### src/sv/mdhu_pkg.sv
// Shared types and constants for the multiply/divide unit with HI and LO.
// No dependencies; used by mdhu_ctrl, mdhu_datapath and mult_div_hilo_unit.
`default_nettype none

package mdhu_pkg;

  // Arithmetic word size; operand bits above it are ignored
  localparam int WORD_BITS = 32;
  // Width of each operand field and of the result field on the ports
  localparam int FIELD_W   = 32;
  localparam int MODE_W    = 3;
  localparam int CNT_W     = $clog2(WORD_BITS);
  localparam int IN_DATA_W = ((2 * FIELD_W + 7) / 8) * 8;

  localparam logic [31:0] HI_RESET = 32'hcafebabe;
  localparam logic [31:0] LO_RESET = 32'hcaf3bab3;

  typedef enum logic [MODE_W-1:0] {
    MODE_MULT,
    MODE_MULTU,
    MODE_DIV,
    MODE_DIVU,
    MODE_MTHI,
    MODE_MTLO,
    MODE_MFHI,
    MODE_MFLO
  } mode_t;

  // Commands from the controller to the datapath
  typedef struct packed {
    logic load;    // latch operands and set up a divide
    logic step;    // one restoring divide iteration
    logic commit;  // update HI/LO and load the result register
  } mdhu_cmd_t;

endpackage

`default_nettype wire

### src/sv/mdhu_ctrl.sv
// Controller state machine: handshakes, divide iteration count, commit timing.
// Depends on mdhu_pkg; drives mdhu_datapath through mdhu_cmd_t.
`default_nettype none

module mdhu_ctrl (
  input  wire                            clk,
  input  wire                            rst_n,
  input  wire                            in_tvalid,
  input  wire  [mdhu_pkg::MODE_W-1:0]    in_tuser,
  output logic                           in_tready,
  output logic                           out_tvalid,
  input  wire                            out_tready,
  output mdhu_pkg::mdhu_cmd_t            cmd
);

  typedef enum logic [1:0] {
    ST_IDLE,
    ST_DIV,
    ST_DONE
  } state_t;

  state_t                      state_r;
  logic [mdhu_pkg::CNT_W-1:0]  cnt_r;
  logic                        out_valid_r;
  logic                        accept;
  logic                        slot_free;
  logic                        is_div;

  assign in_tready  = (state_r == ST_IDLE);
  assign accept     = in_tvalid && in_tready;
  assign slot_free  = !out_valid_r || out_tready;
  assign out_tvalid = out_valid_r;

  // Pick the long path for the divide codes
  always_comb begin
    case (mdhu_pkg::mode_t'(in_tuser))
      mdhu_pkg::MODE_DIV, mdhu_pkg::MODE_DIVU: is_div = 1'b1;
      default:                                 is_div = 1'b0;
    endcase
  end

  // Commands
  always_comb begin
    cmd.load   = accept;
    cmd.step   = (state_r == ST_DIV);
    cmd.commit = (state_r == ST_DONE) && slot_free;
  end

  // State, iteration count and output valid
  always_ff @(posedge clk) begin
    if (!rst_n) begin
      state_r     <= ST_IDLE;
      cnt_r       <= '0;
      out_valid_r <= 1'b0;
    end else begin
      if (cmd.commit) begin
        out_valid_r <= 1'b1;
      end else if (out_tready) begin
        out_valid_r <= 1'b0;
      end
      case (state_r)
        ST_IDLE: begin
          if (accept) begin
            cnt_r   <= mdhu_pkg::CNT_W'(mdhu_pkg::WORD_BITS - 1);
            state_r <= is_div ? ST_DIV : ST_DONE;
          end
        end
        ST_DIV: begin
          cnt_r <= cnt_r - 1'b1;
          if (cnt_r == '0) begin
            state_r <= ST_DONE;
          end
        end
        ST_DONE: begin
          if (slot_free) begin
            state_r <= ST_IDLE;
          end
        end
        default: state_r <= ST_IDLE;
      endcase
    end
  end

endmodule

`default_nettype wire

### src/sv/mdhu_datapath.sv
// Datapath: operand registers, multiplier, restoring divider, HI/LO, result.
// Depends on mdhu_pkg; sequenced by mdhu_ctrl through mdhu_cmd_t.
`default_nettype none

module mdhu_datapath (
  input  wire                              clk,
  input  wire                              rst_n,
  input  mdhu_pkg::mdhu_cmd_t              cmd,
  input  wire  [mdhu_pkg::MODE_W-1:0]      in_mode,
  input  wire  [mdhu_pkg::FIELD_W-1:0]     in_operand_a,
  input  wire  [mdhu_pkg::FIELD_W-1:0]     in_operand_b,
  output logic [mdhu_pkg::FIELD_W-1:0]     out_read_value
);

  localparam int W = mdhu_pkg::WORD_BITS;

  mdhu_pkg::mode_t     mode_r;
  logic [W-1:0]        a_r, b_r;
  logic [W-1:0]        rem_r, quo_r, dmag_r;
  logic                neg_q_r, neg_r_r;
  logic [W-1:0]        hi_r, lo_r;
  logic [mdhu_pkg::FIELD_W-1:0] out_r;

  logic [W-1:0]        a_in, b_in;
  logic                div_signed;
  logic                a_neg, b_neg;
  logic [W-1:0]        a_mag, b_mag;
  logic [W:0]          shifted, diff;
  logic                mul_signed;
  logic signed [W:0]   mul_a, mul_b;
  logic signed [2*W+1:0] prod;
  logic [W-1:0]        quo_fix, rem_fix;

  assign a_in = in_operand_a[W-1:0];
  assign b_in = in_operand_b[W-1:0];

  // Divide setup: magnitudes and result signs
  assign div_signed = (mdhu_pkg::mode_t'(in_mode) == mdhu_pkg::MODE_DIV);
  assign a_neg      = div_signed && a_in[W-1];
  assign b_neg      = div_signed && b_in[W-1];
  assign a_mag      = a_neg ? (~a_in + 1'b1) : a_in;
  assign b_mag      = b_neg ? (~b_in + 1'b1) : b_in;

  // One restoring divide iteration
  assign shifted = {rem_r, quo_r[W-1]};
  assign diff    = shifted - {1'b0, dmag_r};

  // Full product, sign-extended for the signed multiply
  assign mul_signed = (mode_r == mdhu_pkg::MODE_MULT);
  assign mul_a      = $signed({mul_signed && a_r[W-1], a_r});
  assign mul_b      = $signed({mul_signed && b_r[W-1], b_r});
  assign prod       = mul_a * mul_b;

  // Apply signs to the divide results
  assign quo_fix = neg_q_r ? (~quo_r + 1'b1) : quo_r;
  assign rem_fix = neg_r_r ? (~rem_r + 1'b1) : rem_r;

  // Operands and divider
  always_ff @(posedge clk) begin
    if (cmd.load) begin
      mode_r  <= mdhu_pkg::mode_t'(in_mode);
      a_r     <= a_in;
      b_r     <= b_in;
      rem_r   <= '0;
      quo_r   <= a_mag;
      dmag_r  <= b_mag;
      neg_q_r <= a_neg ^ b_neg;
      neg_r_r <= a_neg;
    end else if (cmd.step) begin
      if (!diff[W]) begin
        rem_r <= diff[W-1:0];
        quo_r <= {quo_r[W-2:0], 1'b1};
      end else begin
        rem_r <= shifted[W-1:0];
        quo_r <= {quo_r[W-2:0], 1'b0};
      end
    end
  end

  // HI and LO
  always_ff @(posedge clk) begin
    if (!rst_n) begin
      hi_r <= W'(mdhu_pkg::HI_RESET);
      lo_r <= W'(mdhu_pkg::LO_RESET);
    end else if (cmd.commit) begin
      case (mode_r)
        mdhu_pkg::MODE_MULT, mdhu_pkg::MODE_MULTU: begin
          hi_r <= prod[2*W-1:W];
          lo_r <= prod[W-1:0];
        end
        mdhu_pkg::MODE_DIV, mdhu_pkg::MODE_DIVU: begin
          hi_r <= rem_fix;
          lo_r <= quo_fix;
        end
        mdhu_pkg::MODE_MTHI: hi_r <= a_r;
        mdhu_pkg::MODE_MTLO: lo_r <= a_r;
        default: ;
      endcase
    end
  end

  // Result beat: HI or LO for the move-from codes, zero otherwise
  always_ff @(posedge clk) begin
    if (cmd.commit) begin
      case (mode_r)
        mdhu_pkg::MODE_MFHI: out_r <= mdhu_pkg::FIELD_W'(hi_r);
        mdhu_pkg::MODE_MFLO: out_r <= mdhu_pkg::FIELD_W'(lo_r);
        default:             out_r <= '0;
      endcase
    end
  end

  assign out_read_value = out_r;

endmodule

`default_nettype wire

### src/sv/mult_div_hilo_unit.sv
// Top level of the multiply/divide unit with HI and LO registers.
// Depends on mdhu_pkg, mdhu_ctrl and mdhu_datapath.
//
//  channel | direction | tdata                         | tuser
//  in_     | slave     | [31:0] operand_a [63:32] b    | [2:0] mode
//  out_    | master    | [31:0] read_value             | -
//
// Multiply, move-to and move-from go through setup and commit from the
// accepted beat to the result beat; divide adds 32 iterations of the radix-2
// restoring divider in between. One item is worked at a time; a new beat is
// taken as soon as the previous item commits, even while its result waits.
// Synchronous active-low reset sets HI to 0xcafebabe and LO to 0xcaf3bab3.
// A stalled output holds its result; commit waits until the output is free.
`default_nettype none

module mult_div_hilo_unit (
  input  wire                               clk,
  input  wire                               rst_n,
  input  wire                               in_tvalid,
  output logic                              in_tready,
  input  wire  [mdhu_pkg::IN_DATA_W-1:0]    in_tdata,   // operand_a, operand_b
  input  wire  [mdhu_pkg::MODE_W-1:0]       in_tuser,   // mode
  output logic                              out_tvalid,
  input  wire                               out_tready,
  output logic [mdhu_pkg::FIELD_W-1:0]      out_tdata   // read_value
);

  mdhu_pkg::mdhu_cmd_t cmd;

  mdhu_ctrl u_ctrl (
    .clk        (clk),
    .rst_n      (rst_n),
    .in_tvalid  (in_tvalid),
    .in_tuser   (in_tuser),
    .in_tready  (in_tready),
    .out_tvalid (out_tvalid),
    .out_tready (out_tready),
    .cmd        (cmd)
  );

  mdhu_datapath u_datapath (
    .clk            (clk),
    .rst_n          (rst_n),
    .cmd            (cmd),
    .in_mode        (in_tuser),
    .in_operand_a   (in_tdata[mdhu_pkg::FIELD_W-1:0]),
    .in_operand_b   (in_tdata[2*mdhu_pkg::FIELD_W-1:mdhu_pkg::FIELD_W]),
    .out_read_value (out_tdata)
  );

endmodule

`default_nettype wire
### config.mk
export PLATFORM = sky130hd
export DESIGN_NAME = mult_div_hilo_unit
export DESIGN_NICKNAME = d
export VERILOG_FILES = /design/src/sv/mdhu_pkg.sv /design/src/sv/mdhu_ctrl.sv /design/src/sv/mdhu_datapath.sv /design/src/sv/mult_div_hilo_unit.sv
export SDC_FILE = /design/constraint.sdc
export NUM_CORES = 2
export LEC_CHECK = 0
export ABC_CLOCK_PERIOD_IN_PS = 9800
export BUFFER_PORTS_ARGS = -buffer_cell sky130_fd_sc_hd__buf_2
export CORE_MARGIN = 1.5
export CORE_UTILIZATION = 55
export CTS_BUF_LIST = sky130_fd_sc_hd__clkbuf_8 sky130_fd_sc_hd__clkbuf_16
export CTS_CLUSTER_SIZE = 14
export DETAILED_ROUTE_END_ITERATION = 16
export GPL_ROUTABILITY_DRIVEN = 0
export GPL_TIMING_DRIVEN = 0
export PLACE_DENSITY = 0.71
export SYNTH_ARGS = -nofsm -noshare
export SYNTH_HDL_FRONTEND = slang
export SYNTH_HIERARCHICAL = 1
export SYNTH_SLANG_ARGS = --single-unit
### constraint.sdc
create_clock -name clk -period 9.8 [get_ports clk]
set_input_delay 1.96 -clock clk [delete_from_list [all_inputs] [get_ports clk]]
set_output_delay 1.96 -clock clk [all_outputs]
set_load 0.005 [all_outputs]
Word level (Yosys, flattened, before mapping)

Cells that the tools add are included.

Output and inout bits: 34
Logic and storage cells: 84
Register bits: 269
Input port bits: 71

Eq/ne operators: 14
Reduce and logical (&&, ||, !) cells: 23
Multiply operators: 1
Bitwise gates (word level): 5
$add $sub $neg: 6
Multiplexer cells: 21

Operator list:

| cell                                                   | number |
|---|---|
| 2-to-1 mux 32 bit                                      | 7 |
| one-hot mux 32 bit (3 select lines)                    | 2 |
| adder 32 x 1 -> 32 bit (second input constant)         | 4 |
| inverter 32 bit                                        | 4 |
| multiplier 33 x 33 -> 64 bit                           | 1 |
| one-hot mux 32 bit (2 select lines)                    | 1 |
| subtractor 33 x 32 -> 33 bit                           | 1 |
| == test 3 x 2 -> 1 bit (second input constant)         | 4 |
| == test 3 bit (second input constant)                  | 4 |
| one-hot mux 5 bit (2 select lines)                     | 1 |
| 2-to-1 mux 2 bit                                       | 4 |
| logical AND 1 bit                                      | 6 |
| one-hot mux 2 bit (3 select lines)                     | 1 |
| AND reduction 2 bit                                    | 3 |
| nonzero test 2 bit                                     | 3 |
| nonzero test 3 bit                                     | 2 |
| OR reduction 2 bit                                     | 3 |
| logical NOT 5 bit                                      | 1 |
| 2-to-1 mux 5 bit                                       | 1 |
| subtractor 5 x 1 -> 5 bit (second input constant)      | 1 |
| 2-to-1 mux 1 bit                                       | 4 |
| inequality test 2 x 1 -> 1 bit (second input constant) | 2 |
| == test 3 x 1 -> 1 bit (second input constant)         | 1 |
| logical NOT 3 bit                                      | 1 |
| other kinds (8)                                        | 8 |

Depth between registers and ports, before layout

Word-level depth: 6
Gate-level depth with buffers: 33
Gate-level depth less buffers: 29

By module

Netlist, hierarchy kept.

By module, submodules not included:

| module        | seq. area each (µm²) | cells an instance | area an instance (µm²) | instances |
|---|---|---|---|---|
| mdhu_datapath | 6,846.6              | 5,745             | 52,266.4               | 1 |
| mdhu_ctrl     | 160.2                | 49                | 419.2                  | 1 |

Worst setup path after synthesis

OpenSTA, ideal clock, no wires.

Path type: register to register
Start point: register u_datapath.mode_r[1]
End point: register u_datapath.hi_r[29]
Cell stages (with the launch flop): 30
Period minus slack after synthesis: 8.338 ns
Path slack: 1.462 ns
Arrival time: 8.211 ns
Setup time: 0.127 ns
Path buffers: 2
Data required time: 9.673 ns
Cell sequence: edfxtp_1 clkbuf_1 nor3_1 and2_1 clkbuf_1 nand2_1 inv_1 fa_1 inv_1 fa_1 inv_1 fa_1 fa_1 inv_1 fa_1 inv_1 fa_1 inv_1 fa_1 fa_1 inv_1 ha_1 a21o_1 a21o_1 a211oi_1 a31oi_1 a221o_1 o41ai_1 mux2i_1 o21ai_0

Cells in the longest elaborated chain, start to end: 4
Elaborated cells between the ends (all ways): 13
Those cells by class: mul: 1; eq/ne: 4; mux: 1; reduce/logical: 7

Ends and longest elaborated chain:

| element                                                                           | line                                     | text |
|---|---|---|
| start: declaration                                                                | mdhu_datapath.sv:17                      | `mdhu_pkg::mode_t mode_r;` |
| start signal: assignment                                                          | mdhu_datapath.sv:61                      | `mode_r <= mdhu_pkg::mode_t'(in_mode);` |
| logical NOT 3 bit (tied with other cells)                                         | mdhu_datapath.sv:49, mdhu_datapath.sv:86 |  |
| logical AND 1 bit (tied with other cells)                                         | mdhu_datapath.sv:50                      | `assign mul_a = $signed({mul_signed && a_r[W-1], a_r});` |
| multiplier 33 x 33 -> 64 bit / nonzero test 3 bit (equally long branches)         | --                                       |  |
| one-hot mux 32 bit (3 select lines) / AND reduction 2 bit (equally long branches) | --                                       |  |
| end signal: assignment                                                            | mdhu_datapath.sv:83                      | `hi_r <= W'(mdhu_pkg::HI_RESET);` |
| end signal: assignment                                                            | mdhu_datapath.sv:88                      | `hi_r <= prod[2*W-1:W];` |
| end signal: assignment                                                            | mdhu_datapath.sv:92                      | `hi_r <= rem_fix;` |
| end: declaration                                                                  | mdhu_datapath.sv:21                      | `logic [W-1:0] hi_r, lo_r;` |

Several ways; a longest one is shown, not always the timed one.
A chain may end at the register's enable or synchronous reset.

Final worst setup path

Start point: register u_datapath.b_r[6]
End point: register u_datapath.hi_r[29]

Cells in the longest elaborated chain, start to end: 2

Ends and longest elaborated chain:

| element                             | line                | text |
|---|---|---|
| start: declaration                  | mdhu_datapath.sv:18 | `logic [W-1:0] a_r, b_r;` |
| start signal: assignment            | mdhu_datapath.sv:63 | `b_r <= b_in;` |
| multiplier 33 x 33 -> 64 bit        | mdhu_datapath.sv:52 | `assign prod = mul_a * mul_b;` |
| one-hot mux 32 bit (3 select lines) | mdhu_datapath.sv:86 | `case (mode_r)` |

Every way passes these cells.

==> flow_summary.ini <==
[die]
floorplan.die.width_um = 312.5
core_area_um2 = 95010
num_rows = 113
dieArea_um2 = 97660
die_y_um = 312.5
ios = 105
initial_core_util_pct = 55.45

[synthesis]
postSynthCellCount = 5794
synthesis.nets = 7240
synth_cell_types = 80
synth_top_cell_area_share_pct = 42.79
synth_async_sr_flop_share_pct = 0
ys_ff_latch = 268
seq_area_frac_synth_pct = 13.30
synthTopCellsByCount = 1212 x inv_1, 1126 x fa_1, 961 x nand2_1
yosysMostFrequentCell = inv_1
synth_edf_count = 164
synthFlopType = edfxtp_1
synthTopCellsByArea = fa_1 43%, edfxtp_1 9.3%, inv_1 8.6%
syn_area_um2 = 52690
ys_warn_count = 6
yosysTopAreaCell = fa_1
syn_avg_cell_area_um2 = 9.093

[worst_hold_path]
hold_class = reg2reg
worstHoldPathCells = 2

[global_routing]
antenna_found_initial = 17
grt_usage_pct = 38.69
grt.overflow.total = 0
grt_max_degree = 102
grt_pass1_vias = 44840
grt_pass1_wl_um = 277800

[clock_tree]
clockBufferDepth = 3
cts-root-buf = clkbuf_16
clkSlewWorstSetupHoldPaths_ns = 0.06
cts_sinks = 268
ctsHoldBuffers = 0
cts_inserted_buffers = 29
cts_tree = built
clkLatencyLatePin_ns = 0.57
h-tree-depth = 1

[worst_setup_path]
rr_startpoint = u_datapath/b_r[6]$_DFFE_PP_
path_delay_family = adder cells
r2r_setup_slack_ns = -0.02
crit_chain = clkbuf_1, nand2_1, fa_1, inv_1, fa_1, fa_1, fa_1, inv_1, fa_1, fa_1, inv_1, fa_1, fa_1, ha_1, and4_1, and3_1, a211oi_1, nand4_1, o21ai_1, a31oi_2, a221o_1, o41ai_1, mux2i_1, o21ai_0
cp_num_cells = 24
crit_top_cell = fa_1
critPathSlowestCell = edfxtp_1
cp-start-kind = register
cp_num_buf_inv = 4
reg2reg_to = u_datapath/hi_r[29]$_SDFFE_PN0P_
cp_max_fo = 10
rr_worst_depth = 24
endpoint = u_datapath/hi_r[29]$_SDFFE_PN0P_
worst_setup_path_end_kind = register
worstPathArrival_ns = 10.26
critPathLaunch = u_datapath/b_r[6]$_DFFE_PP_
critPathKind = reg2reg
required_ns = 10.24
cpPeakStageDelay_ns = 0.86

[timing]
hold_viol_final = 0
period_needed_ns = 9.823
fin_ws_ns = -0.02253
rsz0062_at_grt = yes
tns_ns = -0.02901
clock_skew_ns = 0.01907
post-route-period-util_pct = 100.2
max_freq_ghz = 0.1018
slew_viol_final = 0
worst_slew_pin_slew_ns = 1.318
relSlewSlack_pct = 12.11
setup_viol = 2

[placement]
place_ws_ns = -1.125
io_buffers = 104
hpwl_um = 151200

[outcome]
violations = setup timing
status = finished, violations left

[detailed_routing]
via_per_inst = 6.034
first_pass_iters = 8
drc = 0
wl_um = 185700
drtIter0Drc = 5136
drt-wirelength-per-cell_um = 25.64
via_count = 43710
ant_nets = 0

[layout]
synthToLayoutAreaGrowth_pct = 6.673
layout-drive-gt1-share_pct = 5.047
fill_cells = 8379
regArea_um2 = 7007
nNetsFinal = 7388
multi_input_area_um2 = 39900

[flow_run]
drv_cap = 0
[area by class of cell]
cell class | count | area share [%]
tap | 1265 | 2.816
timing repair buffer | 133 | 1.558
clock inverter | 21 | 0.2783
sequential | 268 | 12.47
multi-input combinational | 3977 | 71.00
buffer | 321 | 2.342
antenna | 14 | 0.06234
inverter | 1212 | 8.115
clock buffer | 32 | 1.365
[registers in the layout (all words and copies together), names as in the netlist]
register and count:
u_datapath/a_r 32, u_datapath/b_r 32, u_datapath/hi_r 32, u_datapath/lo_r 32, u_datapath/out_read_value 32, u_datapath/quo_r 32, u_datapath/rem_r 32, u_datapath/dmag_r 31
u_ctrl/cnt_r 5, u_datapath/mode_r 3, u_ctrl/state_r 2, u_ctrl/out_tvalid 1, u_datapath/neg_q_r 1, u_datapath/neg_r_r 1
[metrics by stage]
| stage | cell area, um^2 | std cells | hold slack [ns] | util (%) |
|---|---|---|---|---|
| finish | 56200 | 7243 | 0.4911 | 59.15 |
| detailed placement | 54820 | 7164 | 0.4720 | 57.69 |
| global route | 56170 | 7229 | 0.4979 | 59.12 |
| CTS | 55910 | 7223 | 0.4871 | 58.85 |
| floorplan | 52690 | 5794 | 0.4407 | - |
| global placement | 54790 | 7163 | 0.4619 | 57.67 |
[per-layer routing]
layer | up-vias | track usage, % | routed length [um]
li1 | 18010 | - | -
met1 | 21710 | 47.51 | 63550
met2 | 3080 | 58.25 | 80320
met3 | 880 | 12.52 | 25520
met4 | 20 | 26.46 | 16130
met5 | - | 0 | 184
[placed cells by master (no fill, tap or decap), types with 17 or more instances in the layout]
master and instances:
nand2_1 961, a211oi_1 21, o41ai_1 17, a221oi_1 45, a21oi_1 182, a311oi_1 30, edfxtp_1 164, o21a_1 18
a22o_1 32, buf_4 21, clkbuf_2 69, fa_1 1123, and2_1 296, clkbuf_1 235, a21o_1 46, buf_2 106
o21ai_0 137, nor3_1 32, xnor2_1 131, nand3_1 30, nand2b_1 17, inv_1 1213, xor2_1 85, o211ai_1 38
o31ai_1 26, nor2_1 210, ha_1 249, and3_1 35, nor2b_1 19, dfxtp_1 104, clkbuf_16 29
[worst min path at each step]
| stage | start | endpoint | slack, ns |
|---|---|---|---|
| 3_3_place_gp | u_datapath/hi_r[25]$_SDFFE_PN1P_ | u_datapath/hi_r[25]$_SDFFE_PN1P_ | 0.46 |
| 6_report | u_datapath/hi_r[20]$_SDFFE_PN1P_ | u_datapath/hi_r[20]$_SDFFE_PN1P_ | 0.49 |
| 4_1_cts | u_datapath/hi_r[25]$_SDFFE_PN1P_ | u_datapath/hi_r[25]$_SDFFE_PN1P_ | 0.49 |
| 5_1_grt | u_datapath/hi_r[25]$_SDFFE_PN1P_ | u_datapath/hi_r[25]$_SDFFE_PN1P_ | 0.50 |
| 3_5_place_dp | u_datapath/lo_r[13]$_SDFFE_PN1P_ | u_datapath/lo_r[13]$_SDFFE_PN1P_ | 0.47 |
| 2_1_floorplan | u_datapath/hi_r[27]$_SDFFE_PN1P_ | u_datapath/hi_r[27]$_SDFFE_PN1P_ | 0.44 |
[cell families (layout without fill, tap and decap cells)]
| group | after synthesis | after routing | share of synthesized area [%] |
|---|---|---|---|
| other | 0 | 14 | 0 |
| AOI/OAI and AO/OA | 690 | 690 | 8.747 |
| DFF | 268 | 268 | 13.30 |
| and+or+nand+nor | 1688 | 1688 | 14.46 |
| xor gates and xnor gates | 216 | 216 | 3.591 |
| adders and majority gates | 1375 | 1375 | 48.70 |
| muxes | 8 | 8 | 0.1520 |
| buffers and inverters | 1549 | 1719 | 11.05 |
[worst reg2reg max path: cells and delay by family (launching register included)]
kind / cells / cell delay (ns)
and+or+nand+nor: 4 / 1.03
AOI/OAI and AO/OA: 6 / 2.20
buffers and inverters: 4 / 1.04
DFF: 1 / 0.86
muxes: 1 / 0.28
adders and majority gates: 9 / 4.28
[repair_timing]
action / in CTS / in global routing
setup endpoints to repair: 20 / 15
pin swaps: 1 / 0
resized for setup: 35 / 136
setup buffers: 11 / 17
hold endpoints to repair: 0 / 0
Power is not shown: default switching activity piles up to over one toggle a cycle in this logic, so the estimate is an artifact.
